--- src/rtl/eui_pkg.sv ---
// Shared types and codes for the EHABI unwind interpreter.
package eui_pkg;

    typedef struct packed {
        logic [1:0]  command;
        logic [31:0] frame_fp;
        logic [31:0] frame_sp;
        logic [31:0] frame_lr;
        logic [31:0] frame_pc;
        logic [31:0] stack_top;
        logic [31:0] index_word;
        logic [31:0] index_entry_addr;
        logic [31:0] mem_word;
    } eui_in_t;

    typedef struct packed {
        logic [1:0]  result_kind;
        logic [31:0] read_addr;
        logic [31:0] new_fp;
        logic [31:0] new_sp;
        logic [31:0] new_lr;
        logic [31:0] new_pc;
        logic [2:0]  fail_code;
    } eui_out_t;

    typedef struct packed {
        logic        en;
        logic        thumb;
        logic [31:0] fp;
        logic [31:0] sp;
        logic [31:0] lr;
    } rf_start_t;

    typedef struct packed {
        logic        en;
        logic [3:0]  addr;
        logic [31:0] data;
    } rf_wr_t;

    localparam logic [1:0] CMD_START = 2'd0;
    localparam logic [1:0] CMD_INDEX = 2'd1;
    localparam logic [1:0] CMD_MEM   = 2'd2;

    localparam logic [1:0] RK_READ  = 2'd0;
    localparam logic [1:0] RK_FRAME = 2'd1;
    localparam logic [1:0] RK_FAIL  = 2'd2;

    localparam logic [2:0] FC_CANNOT     = 3'd0;
    localparam logic [2:0] FC_BAD_INDEX  = 3'd1;
    localparam logic [2:0] FC_BAD_PERS   = 3'd2;
    localparam logic [2:0] FC_REFUSE     = 3'd3;
    localparam logic [2:0] FC_SPARE      = 3'd4;
    localparam logic [2:0] FC_UNHANDLED  = 3'd5;
    localparam logic [2:0] FC_SP_RANGE   = 3'd6;
    localparam logic [2:0] FC_PC_SAME    = 3'd7;

    localparam logic [3:0] REG_FP_THUMB = 4'd7;
    localparam logic [3:0] REG_FP_ARM   = 4'd11;
    localparam logic [3:0] REG_SP       = 4'd13;
    localparam logic [3:0] REG_LR       = 4'd14;
    localparam logic [3:0] REG_PC       = 4'd15;

    localparam logic [7:0] OP_FINISH   = 8'hb0;
    localparam logic [7:0] OP_POP_LOW  = 8'hb1;
    localparam logic [7:0] OP_VSP_LONG = 8'hb2;

endpackage

--- src/rtl/eui_regfile.sv ---
// Sixteen-entry virtual register file with start load and one write port.
module eui_regfile (
    input  logic                 clk,
    input  logic                 rst_n,
    input  eui_pkg::rf_start_t   start,
    input  eui_pkg::rf_wr_t      wr,
    input  logic [3:0]           rd_addr,
    output logic [31:0]          rd_data,
    output logic [31:0]          r13,
    output logic [31:0]          r14,
    output logic [31:0]          r15
);
    import eui_pkg::*;

    logic [31:0] regs_reg [16];

    always_ff @(posedge clk or negedge rst_n)
    begin
        if (!rst_n)
        begin
            for (int i = 0; i < 16; i++)
                regs_reg[i] <= '0;
        end
        else if (start.en)
        begin
            for (int i = 0; i < 16; i++)
                regs_reg[i] <= '0;
            regs_reg[start.thumb ? REG_FP_THUMB : REG_FP_ARM] <= start.fp;
            regs_reg[REG_SP] <= start.sp;
            regs_reg[REG_LR] <= start.lr;
        end
        else if (wr.en)
        begin
            regs_reg[wr.addr] <= wr.data;
        end
    end

    assign rd_data = regs_reg[rd_addr];
    assign r13     = regs_reg[REG_SP];
    assign r14     = regs_reg[REG_LR];
    assign r15     = regs_reg[REG_PC];

endmodule

--- src/rtl/eui_seq.sv ---
// Bytecode sequencer: decodes commands and unwind opcodes around one shared adder.
module eui_seq (
    input  logic                 clk,
    input  logic                 rst_n,
    input  logic                 in_valid,
    output logic                 in_ready,
    input  eui_pkg::eui_in_t     in_data,
    output logic                 res_valid,
    input  logic                 res_take,
    output eui_pkg::eui_out_t    res,
    output eui_pkg::rf_start_t   rf_start,
    output eui_pkg::rf_wr_t      rf_wr,
    output logic [3:0]           rd_addr,
    input  logic [31:0]          rd_data,
    input  logic [31:0]          r13,
    input  logic [31:0]          r14,
    input  logic [31:0]          r15
);
    import eui_pkg::*;

    typedef enum logic [3:0] {
        C_WAIT, C_BEGIN, C_FETCH, C_DISPATCH, C_ARG, C_POP, C_DONE, C_COMPLETE, C_EMIT
    } ctl_t;

    typedef enum logic [2:0] {
        PH_IDLE, PH_INDEX, PH_FIRST, PH_OPWORD, PH_ARGWORD, PH_POP
    } phase_t;

    ctl_t        ctl_reg, ctl_next;
    phase_t      phase_reg, phase_next;
    logic [31:0] cur_reg, cur_next;
    logic [1:0]  bp_reg, bp_next;
    logic [8:0]  wl_reg, wl_next;
    logic [31:0] tra_reg, tra_next;
    logic [31:0] vsp_reg, vsp_next;
    logic [11:0] pm_reg, pm_next;
    logic [3:0]  pr_reg, pr_next;
    logic [7:0]  op_reg, op_next;
    logic [31:0] lo_reg, lo_next;
    logic [31:0] hi_reg, hi_next;
    logic [3:0]  fpidx_reg, fpidx_next;
    logic [31:0] epc_reg, epc_next;
    eui_out_t    res_reg, res_next;

    logic [31:0] add_a, add_b, add_sum;
    logic        add_ci;

    logic [7:0]  nb_byte;
    logic        nb_fetch;
    logic [8:0]  nb_wl;
    logic [1:0]  nb_bp;
    logic [7:0]  arg_b;
    logic [31:0] pc_eff;
    logic        in_acc;

    function automatic eui_out_t mk_read(input logic [31:0] addr);
        eui_out_t r;
        r = '0;
        r.result_kind = RK_READ;
        r.read_addr = addr;
        return r;
    endfunction

    function automatic eui_out_t mk_fail(input logic [2:0] code);
        eui_out_t r;
        r = '0;
        r.result_kind = RK_FAIL;
        r.fail_code = code;
        return r;
    endfunction

    assign add_sum  = add_a + add_b + {31'b0, add_ci};
    assign in_ready = (ctl_reg == C_WAIT);
    assign in_acc   = in_valid && in_ready;
    assign res_valid = (ctl_reg == C_EMIT);
    assign res      = res_reg;
    assign arg_b    = pm_reg[7:0];
    assign pc_eff   = (r15 == 32'd0) ? r14 : r15;

    // next bytecode byte, most significant first
    always_comb
    begin
        nb_byte  = 8'd0;
        nb_fetch = 1'b0;
        nb_wl    = wl_reg;
        nb_bp    = bp_reg;
        if (wl_reg != 9'd0)
        begin
            case (bp_reg)
                2'd0:    nb_byte = cur_reg[7:0];
                2'd1:    nb_byte = cur_reg[15:8];
                2'd2:    nb_byte = cur_reg[23:16];
                default: nb_byte = cur_reg[31:24];
            endcase
            if (bp_reg == 2'd0)
            begin
                nb_wl = wl_reg - 9'd1;
                if (nb_wl != 9'd0)
                    nb_fetch = 1'b1;
                else
                    nb_bp = 2'd3;
            end
            else
            begin
                nb_bp = bp_reg - 2'd1;
            end
        end
    end

    always_comb
    begin
        ctl_next   = ctl_reg;
        phase_next = phase_reg;
        cur_next   = cur_reg;
        bp_next    = bp_reg;
        wl_next    = wl_reg;
        tra_next   = tra_reg;
        vsp_next   = vsp_reg;
        pm_next    = pm_reg;
        pr_next    = pr_reg;
        op_next    = op_reg;
        lo_next    = lo_reg;
        hi_next    = hi_reg;
        fpidx_next = fpidx_reg;
        epc_next   = epc_reg;
        res_next   = res_reg;
        rf_start   = '0;
        rf_wr      = '0;
        rd_addr    = fpidx_reg;
        add_a      = tra_reg;
        add_b      = 32'd4;
        add_ci     = 1'b0;

        case (ctl_reg)
            C_WAIT:
            begin
                if (in_acc)
                begin
                    case (in_data.command)
                        CMD_START:
                        begin
                            rf_start.en    = 1'b1;
                            rf_start.thumb = in_data.frame_pc[0];
                            rf_start.fp    = in_data.frame_fp;
                            rf_start.sp    = in_data.frame_sp;
                            rf_start.lr    = in_data.frame_lr;
                            epc_next   = in_data.frame_pc;
                            fpidx_next = in_data.frame_pc[0] ? REG_FP_THUMB : REG_FP_ARM;
                            lo_next    = in_data.frame_sp;
                            hi_next    = in_data.stack_top;
                            wl_next    = 9'd0;
                            bp_next    = 2'd0;
                            phase_next = PH_INDEX;
                        end
                        CMD_INDEX:
                        begin
                            if (phase_reg == PH_INDEX)
                            begin
                                add_a = in_data.index_entry_addr;
                                add_b = {in_data.index_word[30], in_data.index_word[30:0]};
                                if (in_data.index_word == 32'd1)
                                begin
                                    res_next   = mk_fail(FC_CANNOT);
                                    phase_next = PH_IDLE;
                                    ctl_next   = C_EMIT;
                                end
                                else if (!in_data.index_word[31])
                                begin
                                    tra_next   = add_sum;
                                    res_next   = mk_read(add_sum);
                                    phase_next = PH_FIRST;
                                    ctl_next   = C_EMIT;
                                end
                                else if (in_data.index_word[31:24] == 8'h80)
                                begin
                                    cur_next = in_data.index_word;
                                    ctl_next = C_BEGIN;
                                end
                                else
                                begin
                                    res_next   = mk_fail(FC_BAD_INDEX);
                                    phase_next = PH_IDLE;
                                    ctl_next   = C_EMIT;
                                end
                            end
                        end
                        CMD_MEM:
                        begin
                            case (phase_reg)
                                PH_FIRST:
                                begin
                                    cur_next = in_data.mem_word;
                                    tra_next = add_sum;
                                    ctl_next = C_BEGIN;
                                end
                                PH_OPWORD:
                                begin
                                    cur_next = in_data.mem_word;
                                    bp_next  = 2'd3;
                                    tra_next = add_sum;
                                    ctl_next = C_DISPATCH;
                                end
                                PH_ARGWORD:
                                begin
                                    cur_next = in_data.mem_word;
                                    bp_next  = 2'd3;
                                    tra_next = add_sum;
                                    ctl_next = C_ARG;
                                end
                                PH_POP:
                                begin
                                    rf_wr.en   = 1'b1;
                                    rf_wr.addr = pr_reg;
                                    rf_wr.data = in_data.mem_word;
                                    add_a      = vsp_reg;
                                    vsp_next   = add_sum;
                                    pm_next    = pm_reg >> 1;
                                    pr_next    = pr_reg + 4'd1;
                                    ctl_next   = C_POP;
                                end
                                default:
                                begin
                                end
                            endcase
                        end
                        default:
                        begin
                        end
                    endcase
                end
            end
            C_BEGIN:
            begin
                if (cur_reg[31:24] == 8'h80)
                begin
                    bp_next  = 2'd2;
                    wl_next  = 9'd1;
                    ctl_next = C_FETCH;
                end
                else if (cur_reg[31:24] == 8'h81)
                begin
                    bp_next  = 2'd1;
                    wl_next  = {1'b0, cur_reg[23:16]} + 9'd1;
                    ctl_next = C_FETCH;
                end
                else
                begin
                    res_next   = mk_fail(FC_BAD_PERS);
                    phase_next = PH_IDLE;
                    ctl_next   = C_EMIT;
                end
            end
            C_FETCH:
            begin
                op_next = nb_byte;
                wl_next = nb_wl;
                bp_next = nb_bp;
                if (nb_fetch)
                begin
                    res_next   = mk_read(tra_reg);
                    phase_next = PH_OPWORD;
                    ctl_next   = C_EMIT;
                end
                else
                begin
                    ctl_next = C_DISPATCH;
                end
            end
            C_DISPATCH:
            begin
                rd_addr = op_reg[3:0];
                add_a   = r13;
                if (op_reg[7:4] == 4'h8 || op_reg == OP_POP_LOW || op_reg == OP_VSP_LONG)
                begin
                    pm_next = {4'b0, nb_byte};
                    wl_next = nb_wl;
                    bp_next = nb_bp;
                    if (nb_fetch)
                    begin
                        res_next   = mk_read(tra_reg);
                        phase_next = PH_ARGWORD;
                        ctl_next   = C_EMIT;
                    end
                    else
                    begin
                        ctl_next = C_ARG;
                    end
                end
                else if (op_reg[7:6] == 2'b00)
                begin
                    add_b      = {23'b0, {1'b0, op_reg[5:0]} + 7'd1, 2'b00};
                    rf_wr.en   = 1'b1;
                    rf_wr.addr = REG_SP;
                    rf_wr.data = add_sum;
                    ctl_next   = C_DONE;
                end
                else if (op_reg[7:6] == 2'b01)
                begin
                    add_b      = ~{23'b0, {1'b0, op_reg[5:0]} + 7'd1, 2'b00};
                    add_ci     = 1'b1;
                    rf_wr.en   = 1'b1;
                    rf_wr.addr = REG_SP;
                    rf_wr.data = add_sum;
                    ctl_next   = C_DONE;
                end
                else if (op_reg[7:4] == 4'h9 && (op_reg & 8'h0d) != 8'h0d)
                begin
                    rf_wr.en   = 1'b1;
                    rf_wr.addr = REG_SP;
                    rf_wr.data = rd_data;
                    ctl_next   = C_DONE;
                end
                else if (op_reg[7:4] == 4'ha)
                begin
                    pm_next  = {1'b0, op_reg[3], 2'b00, 8'hff >> (3'd7 - op_reg[2:0])};
                    pr_next  = 4'd4;
                    vsp_next = r13;
                    ctl_next = C_POP;
                end
                else if (op_reg == OP_FINISH)
                begin
                    if (r15 == 32'd0)
                    begin
                        rf_wr.en   = 1'b1;
                        rf_wr.addr = REG_PC;
                        rf_wr.data = r14;
                    end
                    wl_next  = 9'd0;
                    ctl_next = C_DONE;
                end
                else
                begin
                    res_next   = mk_fail(FC_UNHANDLED);
                    phase_next = PH_IDLE;
                    ctl_next   = C_EMIT;
                end
            end
            C_ARG:
            begin
                add_a = r13;
                add_b = {21'b0, {1'b0, arg_b} + 9'h081, 2'b00};
                if (op_reg == OP_VSP_LONG)
                begin
                    rf_wr.en   = 1'b1;
                    rf_wr.addr = REG_SP;
                    rf_wr.data = add_sum;
                    ctl_next   = C_DONE;
                end
                else if (op_reg == OP_POP_LOW)
                begin
                    if (arg_b == 8'd0 || arg_b[7:4] != 4'd0)
                    begin
                        res_next   = mk_fail(FC_SPARE);
                        phase_next = PH_IDLE;
                        ctl_next   = C_EMIT;
                    end
                    else
                    begin
                        pm_next  = {4'b0, arg_b};
                        pr_next  = 4'd0;
                        vsp_next = r13;
                        ctl_next = C_POP;
                    end
                end
                else
                begin
                    pm_next = {op_reg[3:0], arg_b};
                    if ({op_reg[3:0], arg_b} == 12'd0)
                    begin
                        res_next   = mk_fail(FC_REFUSE);
                        phase_next = PH_IDLE;
                        ctl_next   = C_EMIT;
                    end
                    else
                    begin
                        pr_next  = 4'd4;
                        vsp_next = r13;
                        ctl_next = C_POP;
                    end
                end
            end
            C_POP:
            begin
                if (pm_reg == 12'd0)
                begin
                    if (!(op_reg[7:4] == 4'h8 && op_reg[1]))
                    begin
                        rf_wr.en   = 1'b1;
                        rf_wr.addr = REG_SP;
                        rf_wr.data = vsp_reg;
                    end
                    ctl_next = C_DONE;
                end
                else if (!pm_reg[0])
                begin
                    pm_next = pm_reg >> 1;
                    pr_next = pr_reg + 4'd1;
                end
                else
                begin
                    res_next   = mk_read(vsp_reg);
                    phase_next = PH_POP;
                    ctl_next   = C_EMIT;
                end
            end
            C_DONE:
            begin
                if (r13 < lo_reg || r13 >= hi_reg)
                begin
                    res_next   = mk_fail(FC_SP_RANGE);
                    phase_next = PH_IDLE;
                    ctl_next   = C_EMIT;
                end
                else if (wl_reg == 9'd0)
                begin
                    ctl_next = C_COMPLETE;
                end
                else
                begin
                    ctl_next = C_FETCH;
                end
            end
            C_COMPLETE:
            begin
                rd_addr = fpidx_reg;
                if (r15 == 32'd0)
                begin
                    rf_wr.en   = 1'b1;
                    rf_wr.addr = REG_PC;
                    rf_wr.data = r14;
                end
                phase_next = PH_IDLE;
                ctl_next   = C_EMIT;
                if (pc_eff == epc_reg)
                begin
                    res_next = mk_fail(FC_PC_SAME);
                end
                else
                begin
                    res_next = '0;
                    res_next.result_kind = RK_FRAME;
                    res_next.new_fp = rd_data;
                    res_next.new_sp = r13;
                    res_next.new_lr = r14;
                    res_next.new_pc = pc_eff;
                end
            end
            C_EMIT:
            begin
                if (res_take)
                    ctl_next = C_WAIT;
            end
            default:
            begin
                ctl_next = C_WAIT;
            end
        endcase
    end

    always_ff @(posedge clk or negedge rst_n)
    begin
        if (!rst_n)
        begin
            ctl_reg   <= C_WAIT;
            phase_reg <= PH_IDLE;
            cur_reg   <= '0;
            bp_reg    <= '0;
            wl_reg    <= '0;
            tra_reg   <= '0;
            vsp_reg   <= '0;
            pm_reg    <= '0;
            pr_reg    <= '0;
            op_reg    <= '0;
            lo_reg    <= '0;
            hi_reg    <= '0;
            fpidx_reg <= REG_FP_ARM;
            epc_reg   <= '0;
            res_reg   <= '0;
        end
        else
        begin
            ctl_reg   <= ctl_next;
            phase_reg <= phase_next;
            cur_reg   <= cur_next;
            bp_reg    <= bp_next;
            wl_reg    <= wl_next;
            tra_reg   <= tra_next;
            vsp_reg   <= vsp_next;
            pm_reg    <= pm_next;
            pr_reg    <= pr_next;
            op_reg    <= op_next;
            lo_reg    <= lo_next;
            hi_reg    <= hi_next;
            fpidx_reg <= fpidx_next;
            epc_reg   <= epc_next;
            res_reg   <= res_next;
        end
    end

    a_read_has_phase: assert property (@(posedge clk) disable iff (!rst_n)
        res_valid && res_reg.result_kind == RK_READ |->
        phase_reg == PH_FIRST || phase_reg == PH_OPWORD ||
        phase_reg == PH_ARGWORD || phase_reg == PH_POP)
        else $error("read request without pending phase");

    a_end_is_idle: assert property (@(posedge clk) disable iff (!rst_n)
        res_valid && res_reg.result_kind != RK_READ |-> phase_reg == PH_IDLE)
        else $error("final result while run still open");

    a_pop_advance: assert property (@(posedge clk) disable iff (!rst_n)
        in_acc && in_data.command == CMD_MEM && phase_reg == PH_POP |=>
        vsp_reg == $past(vsp_reg) + 32'd4)
        else $error("vsp did not advance on pop beat");

    a_kind_legal: assert property (@(posedge clk) disable iff (!rst_n)
        res_valid |-> res_reg.result_kind == RK_READ ||
        res_reg.result_kind == RK_FRAME || res_reg.result_kind == RK_FAIL)
        else $error("bad result kind");

endmodule

--- src/rtl/ehabi_unwind_interpreter.sv ---
// Top level of the EHABI unwind interpreter: sequencer, register file, output register.
//
// Input channel (in_valid/in_ready/in_data) carries start, index word and
// memory reply beats. Output channel (out_valid/out_ready/out_data) carries
// read requests, the unwound frame, or a failure code.
// A start beat gives no result. An index or reply beat
// runs the bytecode sequencer, one step per cycle through a single shared
// adder; the steps grow with the number of opcodes and, for a sparse pop
// mask, with its bits (one step per mask bit) handled before the next read.
// The result is then moved from the sequencer to the output register.
// in_ready is low while the sequencer runs and while a result waits to be
// moved; a result in the output register does not block the next beat.
// Reset clears the register file and returns the block to idle with no
// frame in progress. When the receiver stalls, the output beat holds and the
// sequencer waits with its next result.
module ehabi_unwind_interpreter (
    input  logic                clk,
    input  logic                rst_n,
    input  logic                in_valid,
    output logic                in_ready,
    input  eui_pkg::eui_in_t    in_data,
    output logic                out_valid,
    input  logic                out_ready,
    output eui_pkg::eui_out_t   out_data
);
    import eui_pkg::*;

    rf_start_t   rf_start;
    rf_wr_t      rf_wr;
    logic [3:0]  rd_addr;
    logic [31:0] rd_data, r13, r14, r15;
    logic        res_valid, res_take;
    eui_out_t    res;
    logic        out_valid_reg;
    eui_out_t    out_data_reg;

    eui_regfile u_rf (
        .clk     (clk),
        .rst_n   (rst_n),
        .start   (rf_start),
        .wr      (rf_wr),
        .rd_addr (rd_addr),
        .rd_data (rd_data),
        .r13     (r13),
        .r14     (r14),
        .r15     (r15)
    );

    eui_seq u_seq (
        .clk       (clk),
        .rst_n     (rst_n),
        .in_valid  (in_valid),
        .in_ready  (in_ready),
        .in_data   (in_data),
        .res_valid (res_valid),
        .res_take  (res_take),
        .res       (res),
        .rf_start  (rf_start),
        .rf_wr     (rf_wr),
        .rd_addr   (rd_addr),
        .rd_data   (rd_data),
        .r13       (r13),
        .r14       (r14),
        .r15       (r15)
    );

    assign res_take = res_valid && (!out_valid_reg || out_ready);

    always_ff @(posedge clk or negedge rst_n)
    begin
        if (!rst_n)
            out_valid_reg <= 1'b0;
        else if (res_take)
            out_valid_reg <= 1'b1;
        else if (out_ready)
            out_valid_reg <= 1'b0;
    end

    always_ff @(posedge clk)
    begin
        if (res_take)
            out_data_reg <= res;
    end

    assign out_valid = out_valid_reg;
    assign out_data  = out_data_reg;

endmodule
--- config.mk ---
export PLATFORM = sky130hd
export DESIGN_NAME = ehabi_unwind_interpreter
export DESIGN_NICKNAME = d
export VERILOG_FILES = /design/src/rtl/eui_pkg.sv /design/src/rtl/eui_regfile.sv /design/src/rtl/eui_seq.sv /design/src/rtl/ehabi_unwind_interpreter.sv
export SDC_FILE = /design/constraint.sdc
export NUM_CORES = 2
export LEC_CHECK = 0
export ABC_AREA = 0
export ABC_CLOCK_PERIOD_IN_PS = 5950
export BUFFER_PORTS_ARGS = -buffer_cell sky130_fd_sc_hd__buf_2
export CORE_MARGIN = 2
export CORE_UTILIZATION = 45
export DETAILED_ROUTE_END_ITERATION = 7
export PLACE_DENSITY = 0.66
export SETUP_SLACK_MARGIN = 0.02
export SYNTH_ARGS = -nofsm -noshare
export SYNTH_HDL_FRONTEND = slang
export SYNTH_SLANG_ARGS = --single-unit
--- constraint.sdc ---
create_clock -name clk -period 5.95 [get_ports clk]
set_input_delay 0.595 -clock clk [delete_from_list [all_inputs] [get_ports clk]]
set_output_delay 0.595 -clock clk [all_outputs]
set_load 0.01 [all_outputs]
[After elaboration in Yosys (flattened, before gate mapping)]
Cells that the tools add are included.
Word-level totals
  flip-flop bits (word level): 1081
  input port bits: 262
  output and inout port bits: 167
Cells by class
  add/sub/neg operators: 9
  $lt $le $gt $ge: 7
  eq/ne operators: 79
  shift-type cells: 1
  multiplexer cells: 205
  bitwise gates (word level): 6
  reductions and logical operators: 48
Operators by type and width (number)
  two-way mux 165 bit: 23
  one-hot mux 165 bit (8 select lines): 1
  two-way mux 32 bit: 35
  two-way mux 512 bit: 2
  AND 512 bit: 1
  bitwise mux 512 bit: 1
  two-way mux 37 bit: 13
  two-way mux 98 bit: 3
  demux 32 bit (select 4 bit): 2
  one-hot mux 32 bit (2 select lines): 4
  one-hot mux 32 bit (3 select lines): 2
  one-hot mux 37 bit (5 select lines): 1
  two-way mux 4 bit: 40
  two-way mux 12 bit: 13
  binary-select mux 32 bit (select 4 bit): 1
  two-way mux 9 bit: 12
  two-way mux 3 bit: 23
  == test 8 bit, second input constant: 6
  one-hot mux 12 bit (4 select lines): 1
  != test 2 bit, second input constant: 19
  one-hot mux 4 bit (9 select lines): 1
  one-hot mux 9 bit (4 select lines): 1
  adder 32 x 1 -> 32 bit: 1
  adder 32 bit: 1
  other kinds (70): 148

[Logic depth before layout (Yosys ltp)]
  depth in word-level cells: 20
  depth in mapped cells: 24

[Cells and area by module]
From an unflattened synthesis, not the netlist that was laid out.
Unflattened totals
  cell total of the unflattened synthesis: 5795
  area total of the unflattened synthesis: 57217.4 um^2
By module, submodules not included
  eui_regfile: instances 1, cells each 2788, area each 27371.3 um^2
  eui_seq: instances 1, cells each 2838, area each 24847.6 um^2
  ehabi_unwind_interpreter: instances 1, cells each 169, area each 4998.5 um^2

[Least setup slack after synthesis]
OpenSTA, ideal clock, no wires.
  path kind: register to register
  from: register u_seq.op_reg[0]
  to: register u_rf.regs_reg[122] (netlist bit)
  library setup time: 133 ps
  arrival time: 5526 ps
  required time: 5817 ps
  slack: 291 ps
  stages on the path, launching flop included: 24
  buffers on the path: 6
  cell sequence: dfrtp_1 -> inv_1 -> clkbuf_1 -> clkbuf_1 -> buf_2 -> ha_1 -> or2_2 -> a31oi_1 -> buf_2 -> and4_1 -> inv_1 -> clkbuf_1 -> fa_1 -> inv_1 -> fa_1 -> a21o_1 -> a221oi_2 -> a2111o_1 -> a21oi_1 -> a311oi_1 -> xnor2_1 -> a221oi_2 -> clkbuf_1 -> o21ai_0
Between the ends
  word-level cells in the longest chain between the ends: 16
  elaborated cells between the ends (all ways): 40
  those cells by class: add/sub: 3; order compare: 2; eq/ne: 4; mux: 23; bitwise: 3; reduce/logical: 5
Ends and longest elaborated chain
  from (decl): line eui_seq.sv:38  | logic [7:0] op_reg, op_next;
  from (signal assigned): line eui_seq.sv:491  | op_reg <= op_next;
  parallel branches: the longest is 7 deep, another holds adder 32 bit
  one-hot mux 37 bit (5 select lines) *: line eui_seq.sv:134  | case (ctl_reg)
  inverter 4 -> 5 bit (not written as such): line eui_regfile.sv:34  | regs_reg[wr.addr] <= wr.data;
  greater-or-equal comparator 5 bit (not written as such) or < comparator 5 x 1 -> 1 bit (tied branches): line eui_regfile.sv:34
  logical AND 1 bit (not written as such): line eui_regfile.sv:34
  two-way mux 32 bit (not written as such): line eui_regfile.sv:34
  demux 32 bit (select 4 bit): line eui_regfile.sv:34
  bitwise mux 512 bit: line eui_regfile.sv:34
  two-way mux 512 bit: line eui_regfile.sv:32  | else if (wr.en)
  two-way mux 512 bit: line eui_regfile.sv:24  | else if (start.en)
  to (signal, indexed assignment): line eui_regfile.sv:28  | regs_reg[start.thumb ? REG_FP_THUMB : REG_FP_ARM] <= start.fp;
  to (signal, indexed assignment): line eui_regfile.sv:29  | regs_reg[REG_SP] <= start.sp;
  to (signal, indexed assignment): line eui_regfile.sv:34
  to (decl): line eui_regfile.sv:15  | logic [31:0] regs_reg [16];
Mark *: on every way between the ends. The select of a mux whose other input is x is not followed.
A chain may end at the register's enable or synchronous reset.

[Worst setup path after layout]
  from: register u_seq.op_reg[0]
  to: register u_rf.regs_reg[286] (netlist bit)
The elaborated chain is that of the path after synthesis.

==> results.json <==
{
  "power_switching_mw": 11.8,
  "grt_pass1_wl_microns": 351000,
  "placementRows": 126,
  "synth_warnings": 0,
  "tightest_slew_ps": 1300,
  "cts_tree": "yes",
  "pwr-share-clk": 0.273,
  "slew_headroom": 0.128,
  "cts-resized-gates": 0,
  "synth_top_family_by_area": "compound AO/OA/AOI/OAI gates",
  "dp_cells": 7096,
  "drc": 8,
  "cap_violations": 0,
  "mostFrequentLayoutCells": "dfrtp_1, nand2_1, o21ai_0, buf_2, a22o_1",
  "ys_seq_elements": 1078,
  "crit_path_end_kind": "flop",
  "crit_arrival_ps": 6380,
  "cts_buffer_depth": 3,
  "finalCriticalPeriod_ps": 5760,
  "synth_adder_area_share": 0.0275,
  "cts_buffers": 115,
  "place_congestion": 1.05,
  "hold_violations": 0,
  "internal_power_mw": 16.8,
  "initialDrtViolationCount": 8281,
  "min_period_over_period": 0.968,
  "antenna_found_initial": 25,
  "synth.largest_area_cell": "dfrtp_1",
  "p_seq_frac": 0.378,
  "critPathKind": "flop to flop",
  "rrSetupSlack_ps": 190,
  "cts_root_buf": "clkbuf_16",
  "numPortBuffers": 428,
  "fin_util": 0.527,
  "achievable-frequency_ghz": 0.174,
  "fin_area_sq_um": 62200,
  "timing.final.ws_setup_ps": 191,
  "cts_sinks": 1078,
  "htree_levels": 3,
  "die_area_sq_um": 121000,
  "worst_r2r_path_depth": 17,
  "post_drt_wl_per_cell_microns": 34.1,
  "reg2reg_from": "u_seq.op_reg[0]",
  "swShare": 0.412,
  "netlist.area_leader.share": 0.427,
  "hpwl_microns": 178000,
  "vias": 49600,
  "nFillCells": 10700,
  "path_max_fanout": 13,
  "post-cts-setup-buffers": 0,
  "syn_avg_cell_area_sq_um": 10.1,
  "worst_hold_slack_ps": 13.9,
  "syn_nets": 5687,
  "status": "finished with violations",
  "ctsHoldBuffers": 0,
  "coreArea_sq_um": 118000,
  "cp.required_ps": 6570,
  "synth_flop_cell": "dfrtp_1",
  "grt_overflow": 0,
  "tns_ps": 0,
  "fin_total_pwr_mw": 28.6,
  "post-place-ws_ps": 29.2,
  "multiInputGateArea_sq_um": 23600,
  "setup_viol": 0,
  "first_global_vias": 46700,
  "worstHoldPathType": "input port to async pin",
  "regArea_sq_um": 27800,
  "final_nets": 6055,
  "synth_compound_area_frac": 0.242,
  "synthMuxAreaShare": 0.0354,
  "synth_edf_count": 165,
  "failed_checks": "design-rule violations",
  "track_usage": 0.403,
  "synth_xor_area_frac": 0.0110,
  "via_per_inst": 6.77,
  "drive_above_1_share": 0.177,
  "syn2layout_area_growth_pct": 16.4,
  "leakagePower_nw": 27.5,
  "antenna_left": 0,
  "fp.dieH_microns": 348,
  "dr.pass1.iters": 8,
  "grt_start_max_net_pins": 151,
  "ios": 429,
  "clock_latency_ps": 760,
  "start_util": 0.453,
  "max-vdd-ir-drop_v": 0.000447,
  "die_w_microns": 348,
  "power_frac_comb": 0.349,
  "synth_area_leaders": "dfrtp_1, edfxtp_1, nand2_1",
  "place_area_sq_um": 58000,
  "synth_cells": 5309,
  "final_common_cell": "dfrtp_1",
  "largest_register_ffs": 416,
  "r2r-end": "u_rf.regs_reg[286]",
  "cellPowerDensity_nw_per_um2": 460,
  "rsz0062_at_grt": "no",
  "synthSimpleGateAreaFrac": 0.120,
  "wl_microns": 250000,
  "drv_slew": 0,
  "cts.clk_slew.worst_paths_ps": 60,
  "start_kind": "flop",
  "skew_ps": 42.7,
  "async_flop_share": 0.847,
  "syn-cell-area_sq_um": 53400,
  "final_cells": 7325,
  "synth.distinct_cells": 98,
  "ys_seq_area_frac": 0.521
}
[critical path, stage by stage, from the launching register on]
cell,delay [ps]
dfrtp_4,490
ha_1,210
or2_2,310
a31oi_1,290
and4_1,420
inv_1,290
fa_1,480
inv_1,100
fa_1,270
a21o_1,210
a221oi_2,110
a2111o_1,510
a2111oi_0,690
o31a_1,240
o21a_1,140
o31a_1,550
o21ai_0,190
o21a_1,140
[cell families after synthesis]
group | after synthesis
xor+xnor | 67
flops | 1078
buf+inv | 549
mux | 169
compound gates | 1868
fa+ha+maj | 116
simple gates | 1462
[how the worst max path moves through the flow]
stage	startpoint	endpoint	slack (ps)	cells after the start
after floorplan	u_seq.op_reg[0]	u_rf.regs_reg[122]	290	23
after global placement	in_data[256]	u_rf.r14[28]	-70	19
after detailed placement	in_data[256]	u_rf.r14[28]	30	19
after CTS	u_seq.phase_reg[1]	u_rf.r14[28]	170	17
after global routing	u_seq.op_reg[0]	u_rf.regs_reg[383]	40	19
final	u_seq.op_reg[0]	u_rf.regs_reg[286]	190	17
[synthesized netlist by cell type, types with 47 or more instances]
cell type,count
dfrtp_1,912
nand2_1,847
o21ai_0,563
a22o_1,286
clkbuf_1,281
a21oi_1,227
nor2_1,222
edfxtp_1,165
nand3_1,124
inv_1,123
a22oi_1,122
mux2i_1,118
ha_1,114
buf_2,101
a211oi_1,75
a21o_1,69
a31oi_1,65
o211ai_1,60
o2bb2ai_1,57
a222oi_1,56
nor2b_1,56
xnor2_1,47
[power by group through the flow]
stage,Clock (mW),Sequential (mW),Combinational (mW)
6_report,7.82,10.8,9.96
5_1_grt,8.11,10.8,10.4
4_1_cts,7.82,10.7,9.54
3_5_place_dp,0,10.8,9.50
3_3_place_gp,0,10.8,9.35
2_1_floorplan,0,10.2,5.22
[metal layers]
metal	up-vias	track usage	share of wire	routed length (microns)
met1	24600	0.531	0.38	93700
met2	3795	0.575	0.42	104000
met3	811	0.135	0.14	33800
met5	-	0	0.00054	134
li1	20400	-	-	-
met4	22	0.241	0.073	18300
[final cells by class]
| type | count | share of cell area |
|---|---|---|
| Multi-Input combinational cell | 3682 | 0.380 |
| Clock inverter | 60 | 0.0123 |
| Sequential cell | 1078 | 0.447 |
| Timing Repair Buffer | 676 | 0.0682 |
| Clock buffer | 159 | 0.0538 |
| Antenna cell | 10 | 0.000403 |
| Tap cell | 1536 | 0.0309 |
| Inverter | 124 | 0.00749 |
Note: power is estimated with default switching activity, not from simulation.
